File: src/hw/rtl/hdlc_dfr_pkg.sv
// HDLC deframer package: widths, byte codes, event codes, register indexes
// and the state, config and result structs shared by all deframer files.
// No dependencies.
`timescale 1ns / 1ps

package hdlc_dfr_pkg;

    localparam int COUNT_W = 12;               // payload byte counter width
    localparam int LEN_W   = 12;               // frame_length / frame_limit width
    localparam int CMP_W   = 17;               // wider than the counter and length widths
    localparam int IDX_W   = 1;                // config register index width

    localparam logic [CMP_W-1:0] COUNT_MAX = CMP_W'((64'd1 << COUNT_W) - 64'd1);

    localparam logic [7:0] FLAG_BYTE = 8'h7E;
    localparam logic [7:0] ESC_BYTE  = 8'h7D;
    localparam logic [7:0] ESC_XOR   = 8'h20;

    localparam logic [LEN_W-1:0] LIMIT_RESET = 12'd508;

    localparam logic [1:0] EV_DATA    = 2'd0;
    localparam logic [1:0] EV_DONE    = 2'd1;
    localparam logic [1:0] EV_ABORT   = 2'd2;
    localparam logic [1:0] EV_DISCARD = 2'd3;

    localparam logic KIND_LINE = 1'b0;
    localparam logic KIND_DROP = 1'b1;

    localparam logic [IDX_W-1:0] REG_FRAME_LIMIT = 1'd0;
    localparam logic [IDX_W-1:0] REG_SINK        = 1'd1;

    typedef struct packed {
        logic               in_frame;
        logic               esc;
        logic [COUNT_W-1:0] count;
    } t_state;

    typedef struct packed {
        logic [LEN_W-1:0] frame_limit;
        logic             sink_attached;
    } t_cfg;

    typedef struct packed {
        logic             valid;
        logic [1:0]       event_res;
        logic [7:0]       payload_byte;
        logic [LEN_W-1:0] frame_length;
    } t_result;

endpackage

File: src/hw/rtl/hdlc_dfr_ifs.sv
// HDLC deframer channel interfaces: line byte input, event output and
// configuration write channel. Depends on hdlc_dfr_pkg.
`timescale 1ns / 1ps

interface hdlc_dfr_in_if;
    logic       valid;
    logic       ready;
    logic       kind;
    logic [7:0] line_byte;

    modport source (output valid, output kind, output line_byte, input ready);
    modport sink   (input valid, input kind, input line_byte, output ready);
endinterface

interface hdlc_dfr_out_if;
    logic                             valid;
    logic                             ready;
    logic [1:0]                       event_res;
    logic [7:0]                       payload_byte;
    logic [hdlc_dfr_pkg::LEN_W-1:0]   frame_length;

    modport source (output valid, output event_res, output payload_byte,
                    output frame_length, input ready);
    modport sink   (input valid, input event_res, input payload_byte,
                    input frame_length, output ready);
endinterface

interface hdlc_dfr_cfg_if;
    logic                             valid;
    logic                             ready;
    logic [hdlc_dfr_pkg::IDX_W-1:0]   index;
    logic [hdlc_dfr_pkg::LEN_W-1:0]   data;

    modport source (output valid, output index, output data, input ready);
    modport sink   (input valid, input index, input data, output ready);
endinterface

File: src/hw/rtl/hdlc_dfr_step.sv
// HDLC deframer per-byte step: unstuffing, frame open/close and length limit.
// Pure combinational; depends on hdlc_dfr_pkg.
`timescale 1ns / 1ps

module hdlc_dfr_step (
    input  logic                 i_kind,
    input  logic [7:0]           i_line_byte,
    input  hdlc_dfr_pkg::t_state i_state,
    input  hdlc_dfr_pkg::t_cfg   i_cfg,
    output hdlc_dfr_pkg::t_state o_state,
    output hdlc_dfr_pkg::t_result o_result
);

    logic [hdlc_dfr_pkg::CMP_W-1:0] limit_ext;
    logic [hdlc_dfr_pkg::CMP_W-1:0] limit_sat;
    logic [hdlc_dfr_pkg::CMP_W-1:0] count_ext;
    logic [7:0]                     data_byte;

    assign limit_ext = hdlc_dfr_pkg::CMP_W'(i_cfg.frame_limit);
    assign limit_sat = (limit_ext > hdlc_dfr_pkg::COUNT_MAX) ? hdlc_dfr_pkg::COUNT_MAX
                                                              : limit_ext;
    assign count_ext = hdlc_dfr_pkg::CMP_W'(i_state.count);
    assign data_byte = i_state.esc ? (i_line_byte ^ hdlc_dfr_pkg::ESC_XOR) : i_line_byte;

    always_comb begin
        o_state  = i_state;
        o_result = '0;
        if (i_kind == hdlc_dfr_pkg::KIND_DROP) begin
            o_state = '0;
        end else if (i_line_byte == hdlc_dfr_pkg::FLAG_BYTE) begin
            // close any open non-empty frame, then open a fresh one
            if (i_state.in_frame && (i_state.count != '0)) begin
                o_result.valid        = 1'b1;
                o_result.event_res    = i_cfg.sink_attached ? hdlc_dfr_pkg::EV_DONE
                                                            : hdlc_dfr_pkg::EV_DISCARD;
                o_result.frame_length = count_ext[hdlc_dfr_pkg::LEN_W-1:0];
            end
            o_state.count    = '0;
            o_state.in_frame = 1'b1;
            o_state.esc      = 1'b0;
        end else if (!i_state.in_frame) begin
            o_state = i_state;
        end else if (i_line_byte == hdlc_dfr_pkg::ESC_BYTE) begin
            o_state.esc = 1'b1;
        end else if (count_ext < limit_sat) begin
            o_state.esc           = 1'b0;
            o_state.count         = i_state.count + 1'b1;
            o_result.valid        = 1'b1;
            o_result.event_res    = hdlc_dfr_pkg::EV_DATA;
            o_result.payload_byte = data_byte;
        end else begin
            // oversize: drop the frame and wait for the next flag
            o_state            = '0;
            o_result.valid     = 1'b1;
            o_result.event_res = hdlc_dfr_pkg::EV_ABORT;
        end
    end

endmodule

File: src/hw/rtl/hdlc_byte_stuffing_deframer_unit.sv
// HDLC byte-stuffing deframer top level: input register, step logic,
// result register and config registers. Depends on hdlc_dfr_pkg,
// hdlc_dfr_ifs and hdlc_dfr_step.
`timescale 1ns / 1ps

// Usage
//   i_in  : one beat per received line byte (kind 0) or link-drop reset (kind 1).
//   o_out : at most one event beat per input beat: payload byte, frame done
//           with length, oversize abort, or discard when no sink is attached.
//   i_cfg : register writes (0 frame_limit, 1 sink_attached); always ready,
//           write only while no beat is in flight.
// Path: a taken beat sits in the input register, passes the step logic and
//   its event is held in the result register, which drives o_out.
// Throughput: one beat per cycle while o_out is not held, as the step between
//   the input and result registers is combinational.
// Stall: while o_out is held, the result register keeps its beat and the
//   input register fills; i_in.ready drops once both are occupied.
// Reset (synchronous, active low): no frame open, no escape, count zero,
//   frame_limit 508, sink_attached 1, both registers empty.

module hdlc_byte_stuffing_deframer_unit (
    input  logic                  i_clk,
    input  logic                  i_rst_n,
    hdlc_dfr_in_if.sink           i_in,
    hdlc_dfr_out_if.source        o_out,
    hdlc_dfr_cfg_if.sink          i_cfg
);

    logic                   r_in_valid;
    logic                   r_in_kind;
    logic [7:0]             r_in_byte;
    hdlc_dfr_pkg::t_state   r_state;
    hdlc_dfr_pkg::t_state   n_state;
    hdlc_dfr_pkg::t_cfg     r_cfg;
    hdlc_dfr_pkg::t_result  n_result;
    hdlc_dfr_pkg::t_result  r_result;

    logic out_free;
    logic fire;
    logic in_accept;

    assign out_free  = !r_result.valid || o_out.ready;
    assign fire      = r_in_valid && out_free;
    assign i_in.ready = !r_in_valid || out_free;
    assign in_accept = i_in.valid && i_in.ready;
    assign i_cfg.ready = 1'b1;

    hdlc_dfr_step u_step (
        .i_kind      (r_in_kind),
        .i_line_byte (r_in_byte),
        .i_state     (r_state),
        .i_cfg       (r_cfg),
        .o_state     (n_state),
        .o_result    (n_result)
    );

    // input register
    always_ff @(posedge i_clk) begin
        if (!i_rst_n) begin
            r_in_valid <= 1'b0;
        end else if (in_accept) begin
            r_in_valid <= 1'b1;
        end else if (fire) begin
            r_in_valid <= 1'b0;
        end
        if (in_accept) begin
            r_in_kind <= i_in.kind;
            r_in_byte <= i_in.line_byte;
        end
    end

    // deframer state and result register
    always_ff @(posedge i_clk) begin
        if (!i_rst_n) begin
            r_state        <= '0;
            r_result.valid <= 1'b0;
        end else if (fire) begin
            r_state        <= n_state;
            r_result.valid <= n_result.valid;
        end else if (o_out.ready) begin
            r_result.valid <= 1'b0;
        end
        if (fire) begin
            r_result.event_res    <= n_result.event_res;
            r_result.payload_byte <= n_result.payload_byte;
            r_result.frame_length <= n_result.frame_length;
        end
    end

    // config registers
    always_ff @(posedge i_clk) begin
        if (!i_rst_n) begin
            r_cfg.frame_limit   <= hdlc_dfr_pkg::LIMIT_RESET;
            r_cfg.sink_attached <= 1'b1;
        end else if (i_cfg.valid) begin
            unique case (i_cfg.index)
                hdlc_dfr_pkg::REG_FRAME_LIMIT: r_cfg.frame_limit   <= i_cfg.data;
                hdlc_dfr_pkg::REG_SINK:        r_cfg.sink_attached <= i_cfg.data[0];
                default: begin
                end
            endcase
        end
    end

    assign o_out.valid        = r_result.valid;
    assign o_out.event_res    = r_result.event_res;
    assign o_out.payload_byte = r_result.payload_byte;
    assign o_out.frame_length = r_result.frame_length;

    a_abort_no_len: assert property (@(posedge i_clk) disable iff (!i_rst_n)
        (o_out.valid && o_out.event_res == hdlc_dfr_pkg::EV_ABORT)
            |-> (o_out.frame_length == '0 && o_out.payload_byte == '0))
        else $error("abort event carries data");

    a_drop_clears: assert property (@(posedge i_clk) disable iff (!i_rst_n)
        (fire && r_in_kind == hdlc_dfr_pkg::KIND_DROP)
            |=> (!r_state.in_frame && !r_state.esc && r_state.count == '0
                 && !r_result.valid))
        else $error("link drop left assembly state");

    a_data_counts: assert property (@(posedge i_clk) disable iff (!i_rst_n)
        (fire && n_result.valid && n_result.event_res == hdlc_dfr_pkg::EV_DATA)
            |=> (r_state.count == $past(r_state.count) + 1'b1))
        else $error("payload beat without count advance");

endmodule

File: src/flat_wrapper.sv
// flat-port wrapper written by rule: the top's interface ports become plain ports
module hdlc_byte_stuffing_deframer_unit_flat 
  (i_clk, i_rst_n, i_in_valid, i_in_kind, i_in_line_byte, i_in_ready, o_out_valid, o_out_event_res, o_out_payload_byte, o_out_frame_length, o_out_ready, i_cfg_valid, i_cfg_index, i_cfg_data, i_cfg_ready);
  hdlc_dfr_in_if i_in_i ();
  hdlc_dfr_out_if o_out_i ();
  hdlc_dfr_cfg_if i_cfg_i ();
  input  logic i_clk;
  input  logic i_rst_n;
  input wire logic [$bits(i_in_i.valid)-1:0] i_in_valid;
  input wire logic [$bits(i_in_i.kind)-1:0] i_in_kind;
  input wire logic [$bits(i_in_i.line_byte)-1:0] i_in_line_byte;
  output wire logic [$bits(i_in_i.ready)-1:0] i_in_ready;
  output wire logic [$bits(o_out_i.valid)-1:0] o_out_valid;
  output wire logic [$bits(o_out_i.event_res)-1:0] o_out_event_res;
  output wire logic [$bits(o_out_i.payload_byte)-1:0] o_out_payload_byte;
  output wire logic [$bits(o_out_i.frame_length)-1:0] o_out_frame_length;
  input wire logic [$bits(o_out_i.ready)-1:0] o_out_ready;
  input wire logic [$bits(i_cfg_i.valid)-1:0] i_cfg_valid;
  input wire logic [$bits(i_cfg_i.index)-1:0] i_cfg_index;
  input wire logic [$bits(i_cfg_i.data)-1:0] i_cfg_data;
  output wire logic [$bits(i_cfg_i.ready)-1:0] i_cfg_ready;
  assign i_in_i.valid = i_in_valid;
  assign i_in_i.kind = i_in_kind;
  assign i_in_i.line_byte = i_in_line_byte;
  assign i_in_ready = i_in_i.ready;
  assign o_out_valid = o_out_i.valid;
  assign o_out_event_res = o_out_i.event_res;
  assign o_out_payload_byte = o_out_i.payload_byte;
  assign o_out_frame_length = o_out_i.frame_length;
  assign o_out_i.ready = o_out_ready;
  assign i_cfg_i.valid = i_cfg_valid;
  assign i_cfg_i.index = i_cfg_index;
  assign i_cfg_i.data = i_cfg_data;
  assign i_cfg_ready = i_cfg_i.ready;
  hdlc_byte_stuffing_deframer_unit u_core (.i_clk(i_clk), .i_rst_n(i_rst_n), .i_in(i_in_i), .o_out(o_out_i), .i_cfg(i_cfg_i));
endmodule
File: config.mk
export PLATFORM = sky130hd
export DESIGN_NAME = hdlc_byte_stuffing_deframer_unit_flat
export DESIGN_NICKNAME = d
export VERILOG_FILES = /design/src/hw/rtl/hdlc_dfr_pkg.sv /design/src/hw/rtl/hdlc_dfr_ifs.sv /design/src/hw/rtl/hdlc_dfr_step.sv /design/src/hw/rtl/hdlc_byte_stuffing_deframer_unit.sv /design/src/flat_wrapper.sv
export SDC_FILE = /design/constraint.sdc
export NUM_CORES = 1
export LEC_CHECK = 0
export CAP_MARGIN = 10
export CORE_MARGIN = 10
export CORE_UTILIZATION = 50
export CTS_CLUSTER_DIAMETER = 50
export DETAILED_ROUTE_END_ITERATION = 16
export DONT_BUFFER_PORTS = 1
export PLACE_DENSITY_LB_ADDON = 0.08
export SKIP_CTS_REPAIR_TIMING = 1
export SLEW_MARGIN = 0
export SYNTH_ARGS = -nofsm -noshare
export SYNTH_HDL_FRONTEND = slang
export SYNTH_SLANG_ARGS = --single-unit
File: constraint.sdc
create_clock -name i_clk -period 4.83 [get_ports i_clk]
set_input_delay 0.483 -clock i_clk [delete_from_list [all_inputs] [get_ports i_clk]]
set_output_delay 0.483 -clock i_clk [all_outputs]
set_load 0.02 [all_outputs]
# Word level (Yosys, flattened, before mapping)

Index checks and enable logic that the tools add are counted.

Magnitude comparators: 2
Multiplexer cells: 25
Reductions and logical operators: 17
Add/subtract/negate cells: 1
Eq/ne operators: 3
Bitwise logic cells: 6

Operators by type and width:

| kind                  | number |
|---|---|
| $mux 12               | 5 |
| $mux 14               | 3 |
| $mux 23               | 1 |
| $mux 11               | 2 |
| $eq 8x7->1 const B    | 2 |
| $mux 8                | 2 |
| $add 12x1->12 const B | 1 |
| $gt 12x12->1 const B  | 1 |
| $lt 12x12->1          | 1 |
| $reduce_bool 12->1    | 1 |
| $mux 1                | 7 |
| $mux 3                | 2 |
| $mux 6                | 1 |
| $not 1->1             | 6 |
| $reduce_and 2->1      | 3 |
| $reduce_or 5->1       | 1 |
| $mux 2                | 2 |
| $reduce_bool 2->1     | 2 |
| $logic_and 1x1->1     | 3 |
| $ne 3x2->1 const B    | 1 |
| $reduce_and 3->1      | 1 |
| $reduce_bool 3->1     | 1 |
| $reduce_or 3->1       | 1 |
| $logic_not 1->1       | 2 |
| $logic_or 1x1->1      | 2 |

Word-level logic and storage cells: 66
Input bits: 27
Register bits after elaboration: 60

# Depth between registers and ports, before layout

Gate-level depths: netlist (run 1).

Word-level depth: 9
Gate-level depth with buffers: 9
Depth with buffers taken out: 8

# Cells and area by module

A second synthesis (run 1) with hierarchy kept.

Cell total of the unflattened synthesis: 308
Area, all modules: 3,078.0 um2

By module, submodules not included:

| module                           | seq. area each (um2) | cells each | instances | area each (um2) |
|---|---|---|---|---|
| hdlc_byte_stuffing_deframer_unit | 1,511.4              | 163        | 1         | 2,083.2 |
| hdlc_dfr_step                    | 0.0                  | 145        | 1         | 994.7 |

# Least setup slack after synthesis (run 1)

OpenSTA, ideal clock, no wires.

Kind: input to register
Start point: input o_out_ready
End point: register u_core.r_state[13] in the netlist's numbering
Stages on the path: 5
Data arrival time: 2,040 ps
Setup slack: 2,694 ps
Buffers on the path: 1
Data required time: 4,734 ps
Cell sequence: nor2b_4 > buf_6 > nor2_1 > nand2_1 > a221oi_1

Word-level cells in the longest chain between the ends: 2

RTL lines:

| what                   | RTL line                               | source |
|---|---|---|
| start: declaration     | flat_wrapper.sv:17                     | `input wire logic [$bits(o_out_i.ready)-1:0] o_out_ready;` |
| $logic_or 1x1->1       | hdlc_byte_stuffing_deframer_unit.sv:42 | `assign out_free = !r_result.valid \|\| o_out.ready;` |
| $logic_and 1x1->1      | hdlc_byte_stuffing_deframer_unit.sv:43 | `assign fire = r_in_valid && out_free;` |
| net u_core.fire        | hdlc_byte_stuffing_deframer_unit.sv:39 | `logic fire;` |
| end signal: assignment | hdlc_byte_stuffing_deframer_unit.sv:78 | `r_state <= n_state;` |
| end: declaration       | hdlc_byte_stuffing_deframer_unit.sv:32 | `hdlc_dfr_pkg::t_state r_state;` |

The timed path passes the listed nets, and every way through them passes these cells.
A chain may end at the register's enable or synchronous reset.

# Worst setup path after layout (run 1)

Start point: register u_core.r_state[2] in the netlist's numbering
End point: register u_core.r_state[6] in the netlist's numbering

Word-level cells in the longest chain between the ends: 6

RTL lines:

| what                                                 | RTL line                                 | source |
|---|---|---|
| $add 12x1->12 / $lt 12x12->1 (equally long branches) | hdlc_dfr_step.sv:47, hdlc_dfr_step.sv:45 |  |
| $mux 12 (*)                                          | hdlc_dfr_step.sv:45                      | `end else if (count_ext < limit_sat) begin` |
| $mux 12 (*)                                          | hdlc_dfr_step.sv:43                      | `end else if (i_line_byte == hdlc_dfr_pkg::ESC_BYTE) begin` |
| $mux 14 (*)                                          | hdlc_dfr_step.sv:41                      | `end else if (!i_state.in_frame) begin` |
| $mux 14 (*)                                          | hdlc_dfr_step.sv:30                      | `end else if (i_line_byte == hdlc_dfr_pkg::FLAG_BYTE) begin` |
| $mux 14 (*)                                          | hdlc_dfr_step.sv:28                      | `if (i_kind == hdlc_dfr_pkg::KIND_DROP) begin` |

Mark *: on every way between the ends. The rest lies on a longest branch, timed or not. The select of a mux whose other input is x is not followed.

==> results of run 1 <==
==> placed cells by master, fill, tap and decap left out, types with 3 or more instances in the layout <==
cell,instances
and3_1,12
nor2_1,15
nor2_2,5
inv_1,14
nand3_1,7
clkinv_1,3
nor2b_1,3
nor3_2,5
nor3b_1,4
edfxtp_1,31
nand2_1,29
ha_1,13
dfxtp_1,29
o211ai_1,7
and2_1,11
xnor2_1,10
xor2_1,3
a21oi_1,11
nor3_1,5
clkbuf_8,9
nand4_1,4
==> stage by stage <==
stage	hold slack (ps)	util	std cells
after detailed placement	449	0.516	321
after global placement	444	0.516	321
final	221	0.549	337
after global routing	207	0.549	337
after CTS	207	0.549	337
after floorplan	432	-	259
==> cells by family after synthesis <==
group	count (synthesis)
AO/OA/AOI/OAI	31
XOR/XNOR	13
adder cells (fa/ha/maj)	13
buffers and inverters	26
flip-flops	60
multiplexers	1
other	1
AND/OR/NAND/NOR	114
==> per-layer routing <==
metal  track usage  part of all wire  up-vias
met2         0.180              0.42       44
met5             0                 0        -
li1              -                 -      915
met4        0.0786             0.021        0
met1         0.175              0.50      821
met3        0.0456             0.058       11
==> final cells by class <==
class,count,share of cell area
Multi-Input combinational cell,173,0.388
Tap cell,72,0.0298
Sequential cell,60,0.500
Inverter,15,0.0186
Clock buffer,10,0.0422
Clock inverter,6,0.0182
Timing Repair Buffer,1,0.00248
==> cells in the mapped netlist (2+ instances only) <==
master    number  share of area
nand3b_1       2         0.0053
nor2b_1        3         0.0066
nor3_2         5          0.018
ha_1          13          0.058
nand4_1        4         0.0089
nand2b_1       2         0.0044
edfxtp_1      31           0.33
and2_1        11          0.024
buf_6          2         0.0080
nor3b_2        2         0.0089
nor2_1        16          0.021
and3_1        12          0.027
o31ai_1        2         0.0053
clkbuf_2       2         0.0035
nor3_1         5         0.0089
inv_1         14          0.019
o211ai_1       7          0.019
nor2_2         4         0.0089
nor3b_1        4          0.011
nand3_1        7          0.012
nand3_2        2         0.0071
xor2_1         3         0.0093
a21oi_1       11          0.020
nand2_1       29          0.039
dfxtp_1       29           0.21
buf_4          4          0.011
xnor2_1       10          0.031
a221oi_1       2         0.0062
==> final timing paths <==
path / startpoint / endpoint / slack, ps / depth (start not counted)
setup / recovery: u_core.r_state[2]$_SDFFE_PN0P_ / u_core.r_state[6]$_SDFFE_PN0P_ / 2430 / 7
hold reg to reg: u_core.r_cfg[11]$_SDFFE_PN0P_ / u_core.r_cfg[11]$_SDFFE_PN0P_ / 460 / 2
setup reg to reg: u_core.r_state[2]$_SDFFE_PN0P_ / u_core.r_state[6]$_SDFFE_PN0P_ / 2430 / 7
hold / removal: i_rst_n / u_core.r_cfg[0]$_SDFFE_PN1P_ / 220 / 1
==> flip-flops by register name, indices dropped and copies added (netlist names) <==
signal	cells
u_core.r_in_byte	8
u_core.r_state	14
u_core.o_out.valid	1
u_core.o_out.event_res	2
u_core.r_in_valid	1
u_core.r_in_kind	1
u_core.o_out.frame_length	12
u_core.o_out.payload_byte	8
u_core.r_cfg	13
==> power by group <==
part | internal [uW] | total [uW] | switching [uW] | leakage, uW
clock | 233 | 421 | 188 | 0.0000911
sequential | 557 | 580 | 23.3 | 0.000523
combinational | 15.7 | 44.8 | 29.1 | 0.000502
total | 805 | 1050 | 240 | 0.00112
==> impl_metrics.json, run 1 <==
{
  "status": "completed",
  "arrival_ps": 2600,
  "htreeDepth": 3,
  "setup_tns_ps": 0,
  "ant_nets": 0,
  "skew_ps": 7.07,
  "viasPerCell": 5.31,
  "synth-seq-cells": 60,
  "crit_type": "reg2reg",
  "dp_hpwl_um": 4110,
  "fin_crit_sh": 0.497,
  "port_buffers": 0,
  "antenna_found_initial": 0,
  "grt_usage": 0.132,
  "grt_pass1_wl_um": 9110,
  "cpMaxStageDelayCell": "a32oi_2",
  "grt-ovfl-total": 0,
  "power.leakage_uw": 0.00112,
  "synth_top_family_by_area": "simple AND/OR/NAND/NOR gates",
  "gp_congestion": 0.852,
  "synthesis.nets": 299,
  "synthAdderAreaFrac": 0.0576,
  "vias": 1791,
  "drv_cap": 0,
  "tritoncts.num_buffers": 9,
  "die_h_um": 95.1,
  "critical_path.max_stage_delay_ps": 690,
  "drt_pass1_iterations": 4,
  "first_global_vias": 1772,
  "synth_area_um2": 2820,
  "hold_path_class": "in2reg",
  "drt-initial-drc-count": 83,
  "drt-wirelength-per-cell_um": 16.6,
  "antennaDiodeCount": 0,
  "clk_latency_ps": 340,
  "total_power_uw": 1050,
  "die_x_um": 95.1,
  "min_period_ps": 2400,
  "synth_async_sr_flop_share": 0,
  "die_area_um2": 9050,
  "grt_setup_unrepaired": "no",
  "cp_cell_sequence": "ha_1 -> nand2_1 -> o21ai_1 -> a221oi_1 -> o311a_1 -> a32oi_2 -> nor2_1",
  "startpoint_type": "register",
  "area_growth_pct": 7.05,
  "core_um2": 5510,
  "peakVddDrop_uv": 191,
  "cts_buffer_depth": 2,
  "dpl-instance-area_um2": 2840,
  "critPathBufInv": 0,
  "synthCells": 259,
  "drc_errors": 0,
  "drive_gt1_frac": 0.121,
  "path_max_fanout": 12,
  "max_clock_freq_ghz": 0.416,
  "yosysWarnings": 0,
  "grt_max_degree": 20,
  "cts_tree": "built",
  "row_count": 27,
  "muxShareOfSynthArea": 0.00355,
  "synth_edf_count": 31,
  "nets": 300,
  "end_kind": "register",
  "synthDistinctLibCells": 49,
  "power_density_nw_per_um2": 346,
  "synth.avg_cell_area_um2": 10.9,
  "tightest_slew_ps": 1150,
  "hold_viol": 0,
  "seqCellArea_um2": 1510,
  "cts_sinks": 60,
  "max_slew_margin": 0.233,
  "synth_xor_area_frac": 0.0403,
  "post-place-ws_ps": 2430,
  "multiInputGateArea_um2": 1170,
  "start_util": 0.513,
  "synth_compound_area_frac": 0.0776,
  "stdcell_area_um2": 3020,
  "ios": 52,
  "clk_pin_slew_ps": 70,
  "setup_slack_ps": 2430,
  "root_buffer": "clkbuf_8",
  "ys_seq_area_frac": 0.535,
  "finalSetupViolCount": 0,
  "wl_um": 5600,
  "nFillCells": 488,
  "synthSimpleGateAreaFrac": 0.234,
  "required_ps": 5030,
  "critical-path-top-delay-family": "compound AO/OA/AOI/OAI gates",
  "drv_slew": 0,
  "ys.flop_type": "edfxtp_1"
}
No activity file was read; power rests on OpenSTA's default activity.
==> run 2, diff against run 1 <==
Clock period 4.83 ns to 2.11 ns, I/O delays scaled along.
==> impl_metrics.json, run 2 (same netlist as run 1, synthesis figures left out) <==
{
  "power.leakage_uw": 0.00127,
  "grt_usage": 0.134,
  "skew_ps": 7.05,
  "die_x_um": 95.1,
  "ios": 52,
  "largest_register": "u_core.r_state",
  "ant_nets": 0,
  "grt_max_degree": 20,
  "drt-initial-drc-count": 95,
  "crit_type": "reg2reg",
  "power_density_nw_per_um2": 811,
  "htreeDepth": 3,
  "required_ps": 2390,
  "core_um2": 5510,
  "clk_pin_slew_ps": 70,
  "r2r_end": "u_core.r_state[3]$_SDFFE_PN0P_",
  "vias": 1906,
  "violations": "hold timing",
  "drt_pass1_iterations": 4,
  "nets": 325,
  "end_kind": "register",
  "crit_path_start": "u_core.r_cfg[3]$_SDFFE_PN1P_",
  "cts_buffer_depth": 2,
  "finalSetupViolCount": 0,
  "fin_crit_sh": 0.915,
  "reg_top3": "u_core.r_state x14, u_core.r_cfg x13, u_core.o_out.frame_length x12",
  "hold_viol": 1,
  "drv_cap": 0,
  "drive_gt1_frac": 0.169,
  "final_cell_mix": "31 x edfxtp_1, 29 x nand2_1, 28 x dfxtp_1",
  "cts_tree": "built",
  "row_count": 27,
  "grt-ovfl-total": 0,
  "antenna_found_initial": 0,
  "drc_errors": 0,
  "port_buffers": 0,
  "grt_setup_unrepaired": "no",
  "setup_tns_ps": 0,
  "wl_um": 5700,
  "startpoint_type": "register",
  "peakVddDrop_uv": 504,
  "clk_latency_ps": 340,
  "min_period_ps": 1930,
  "status": "finished, violations left",
  "reg2reg_depth": 9,
  "drv_slew": 0,
  "root_buffer": "clkbuf_8",
  "fin_hold_ws_ps": -6.89,
  "die_h_um": 95.1,
  "rr_startpoint": "u_core.r_cfg[3]$_SDFFE_PN1P_",
  "path_max_fanout": 12,
  "viasPerCell": 5.27,
  "area_growth_pct": 16.8,
  "hold_path_class": "in2reg",
  "total_power_uw": 2670,
  "largest_reg_flops": 14,
  "grt_pass1_wl_um": 9150,
  "layout_commonest_cell": "edfxtp_1",
  "arrival_ps": 2210,
  "cts_sinks": 60,
  "die_area_um2": 9050,
  "r2r_setup_slack_ps": 180,
  "antennaDiodeCount": 0,
  "final_util": 0.599,
  "tritoncts.num_buffers": 9,
  "drt-wirelength-per-cell_um": 15.7,
  "dp_hpwl_um": 4170,
  "max_clock_freq_ghz": 0.518,
  "first_global_vias": 1800,
  "gp_congestion": 0.824,
  "cp-endpoint": "u_core.r_state[3]$_SDFFE_PN0P_",
  "start_util": 0.513
}
-- run 2: cell types whose count changed in the layout (fill, tap and decap cells not counted), sizes merged --
cell | previous run | this run
bufinv | 1 | 3
clkinv | 5 | 3
clkinvlp | 1 | 0
dlygate4sd3 | 0 | 10
buf | 1 | 16
clkbuf | 10 | 11
-- run 2: report_power, final --
group          internal, uW  total [uW]  switching, uW
clock network           781        1210            433
logic                  58.2         137           79.1
registers              1270        1320           46.1
-- run 2: metal layers --
metal | up-vias | routed length, um | GRT usage
met2 | 69 | 2410 | 0.179
met3 | 10 | 412 | 0.0613
met1 | 863 | 2780 | 0.175
met4 | 0 | 99 | 0.0698
li1 | 964 | - | -
met5 | - | 0 | 0
-- run 2: per-stage QoR --
step / instance area [um^2] / setup WS (ps) / cells
5_1_grt: 3300 / 6.10 / 362
3_5_place_dp: 2960 / 107 / 336
2_1_floorplan: 2830 / 212 / 259
3_3_place_gp: 2960 / 144 / 336
6_report: 3300 / 179 / 362
4_1_cts: 3200 / 100 / 352
-- run 2: worst min-delay path by stage --
stage                                      to               from  cells past startpoint
6_report       u_core.r_in_valid$_SDFFE_PN0P_         i_in_valid                      2
5_1_grt          u_core.r_cfg[1]$_SDFFE_PN0P_      i_cfg_data[0]                      2
4_1_cts          u_core.r_cfg[0]$_SDFFE_PN1P_            i_rst_n                      1
3_5_place_dp     u_core.r_cfg[0]$_SDFFE_PN1P_            i_rst_n                      1
3_3_place_gp     u_core.r_cfg[0]$_SDFFE_PN1P_            i_rst_n                      1
2_1_floorplan   u_core.r_in_byte[0]$_DFFE_PP_  i_in_line_byte[0]                      0
-- run 2: critical path, cell delays in order (launching register included) --
cell and delay (ps):
dfxtp_1 320, inv_1 60, ha_1 310, a21oi_1 150
o21ai_1 80, a221oi_1 240, o311a_1 290, a32oi_2 160
buf_12 170, nor2_1 100
-- run 2: final cells by class --
type	instances	area, um^2
well taps	72	90.1
multi-input cells	173	1170
fillers	482	2210
clock buffers	11	131
repair buffers	26	233
inverters	15	56.3
flip-flops and latches	60	1510
clock inverters	5	100
==> run 3, diff against run 2 <==
Settings changed: CORE_MARGIN 10 to 5.
==> impl_metrics.json, run 3 (same netlist as run 1, synthesis figures left out) <==
{
  "startpoint_type": "register",
  "layout_commonest_cell": "edfxtp_1",
  "drv_slew": 0,
  "cp_cell_sequence": "inv_1 -> ha_1 -> a21oi_1 -> o21ai_1 -> a221oi_2 -> o311a_1 -> buf_4 -> nand2b_1 -> o31ai_1",
  "comb_power_share": 0.048,
  "r2r_end": "u_core.o_out.event_res[1]$_SDFFCE_PP0P_",
  "path_max_fanout": 10,
  "cpMaxStageDelayCell": "dfxtp_1",
  "grt_setup_unrepaired": "no",
  "min_period_ps": 2000,
  "drt_pass1_iterations": 4,
  "peakVddDrop_uv": 440,
  "row_count": 27,
  "finalNonFillerCells": 368,
  "rr_startpoint": "u_core.r_cfg[3]$_SDFFE_PN1P_",
  "multiInputGateArea_um2": 1200,
  "drv_cap": 0,
  "vias": 1910,
  "total_power_uw": 2820,
  "status": "finished, violations left",
  "hold_viol": 1,
  "drive_gt1_frac": 0.186,
  "grt_max_degree": 22,
  "p_int_uw": 2270,
  "cp-endpoint": "u_core.o_out.event_res[1]$_SDFFCE_PP0P_",
  "dp.cells": 341,
  "critical-path-top-delay-family": "compound AO/OA/AOI/OAI gates",
  "clk_latency_ps": 330,
  "largest_register": "u_core.r_state",
  "crit_path_start": "u_core.r_cfg[3]$_SDFFE_PN1P_",
  "stdcell_area_um2": 3390,
  "violations": "hold timing",
  "core_um2": 5510,
  "grt_usage": 0.168,
  "drc_errors": 0,
  "fin_hold_ws_ps": -1.18,
  "ios": 52,
  "clk_pin_slew_ps": 70,
  "end_kind": "register",
  "die_x_um": 85.1,
  "gp_congestion": 0.813,
  "dpl-instance-area_um2": 2990,
  "cts_sinks": 60,
  "grt_pass1_wl_um": 9530,
  "wl_um": 5540,
  "required_ps": 2180,
  "reg_top3": "u_core.r_state x14, u_core.r_cfg x13, u_core.o_out.frame_length x12",
  "p_sw_frac": 0.195,
  "crit_type": "reg2reg",
  "antenna_found_initial": 0,
  "power.leakage_uw": 0.00131,
  "antennaDiodeCount": 0,
  "final_cell_mix": "31 x edfxtp_1, 29 x nand2_1, 29 x dfxtp_1",
  "r2r_setup_slack_ps": 110,
  "critPathBufInv": 2,
  "final_util": 0.616,
  "die_area_um2": 7250,
  "area_growth_pct": 20.1,
  "ant_nets": 0,
  "first_global_vias": 1918,
  "reg2reg_depth": 9,
  "critical_path.max_stage_delay_ps": 300,
  "tritoncts.num_buffers": 9,
  "arrival_ps": 2070,
  "max_clock_freq_ghz": 0.501,
  "grt-ovfl-total": 0,
  "drt-wirelength-per-cell_um": 15.1,
  "die_h_um": 85.1,
  "finalSetupViolCount": 0,
  "worstHoldPathCells": 2,
  "clock_power_share": 0.483,
  "port_buffers": 0,
  "fin_crit_sh": 0.947,
  "cts_tree": "built",
  "largest_reg_flops": 14,
  "p_seq_frac": 0.469,
  "switchingPower_uw": 551,
  "cp.depth": 9,
  "nFillCells": 450,
  "power_density_nw_per_um2": 832,
  "skew_ps": 9.66,
  "nets": 331,
  "start_util": 0.513,
  "viasPerCell": 5.19,
  "seqCellArea_um2": 1510,
  "hold_path_class": "in2reg",
  "root_buffer": "clkbuf_8",
  "dp_hpwl_um": 4070,
  "cts_buffer_depth": 2,
  "htreeDepth": 3,
  "drt-initial-drc-count": 78
}
run 3: layout make-up:
| type | count | share of cell area |
|---|---|---|
| Sequential cell | 60 | 0.446 |
| Multi-Input combinational cell | 173 | 0.354 |
| Timing Repair Buffer | 32 | 0.0790 |
| Clock buffer | 12 | 0.0428 |
| Clock inverter | 4 | 0.0354 |
| Tap cell | 72 | 0.0266 |
| Inverter | 15 | 0.0166 |
run 3: worst min-delay path by stage:
| stage | from | to | slack (ps) |
|---|---|---|---|
| finish | i_in_valid | u_core.r_in_valid$_SDFFE_PN0P_ | -1 |
| global route | i_cfg_data[0] | u_core.r_cfg[1]$_SDFFE_PN0P_ | 2 |
| CTS | i_rst_n | u_core.r_cfg[0]$_SDFFE_PN1P_ | -70 |
| detailed placement | i_rst_n | u_core.r_cfg[0]$_SDFFE_PN1P_ | 290 |
| global placement | i_rst_n | u_core.r_cfg[0]$_SDFFE_PN1P_ | 290 |
| floorplan | i_in_line_byte[0] | u_core.r_in_byte[0]$_DFFE_PP_ | 310 |
run 3: power groups by stage:
stage	registers [uW]	logic (uW)	clock network, uW
2_1_floorplan	1340	95.9	0
3_3_place_gp	1350	114	0
3_5_place_dp	1350	116	0
4_1_cts	1320	117	1390
5_1_grt	1330	154	1470
6_report	1320	136	1360
run 3: worst register-to-register path, delay by kind of cell (launching register included):
kind | cells | cell delay [ps]
flip-flops | 1 | 300
buffers and inverters | 2 | 240
AND/OR/NAND/NOR | 1 | 120
AO/OA/AOI/OAI | 5 | 790
adder cells (fa/ha/maj) | 1 | 300
run 3: per-layer routing:
metal  track usage  up-vias  share of wire
met3        0.0495        9          0.054
met5             0        -              0
li1              -      979              -
met4        0.0777        0          0.018
met1         0.235      875           0.49
met2         0.238       47           0.44
run 3: stage by stage:
| stage | worst slack [ps] | hold slack (ps) | setup TNS [ps] |
|---|---|---|---|
| after global routing | 2.57 | 1.89 | 0 |
| after global placement | -4.11 | 287 | -12.7 |
| after detailed placement | -81.5 | 289 | -649 |
| after CTS | -101 | -68.3 | -806 |
| after floorplan | 212 | 310 | 0 |
| final | 112 | -1.18 | 0 |
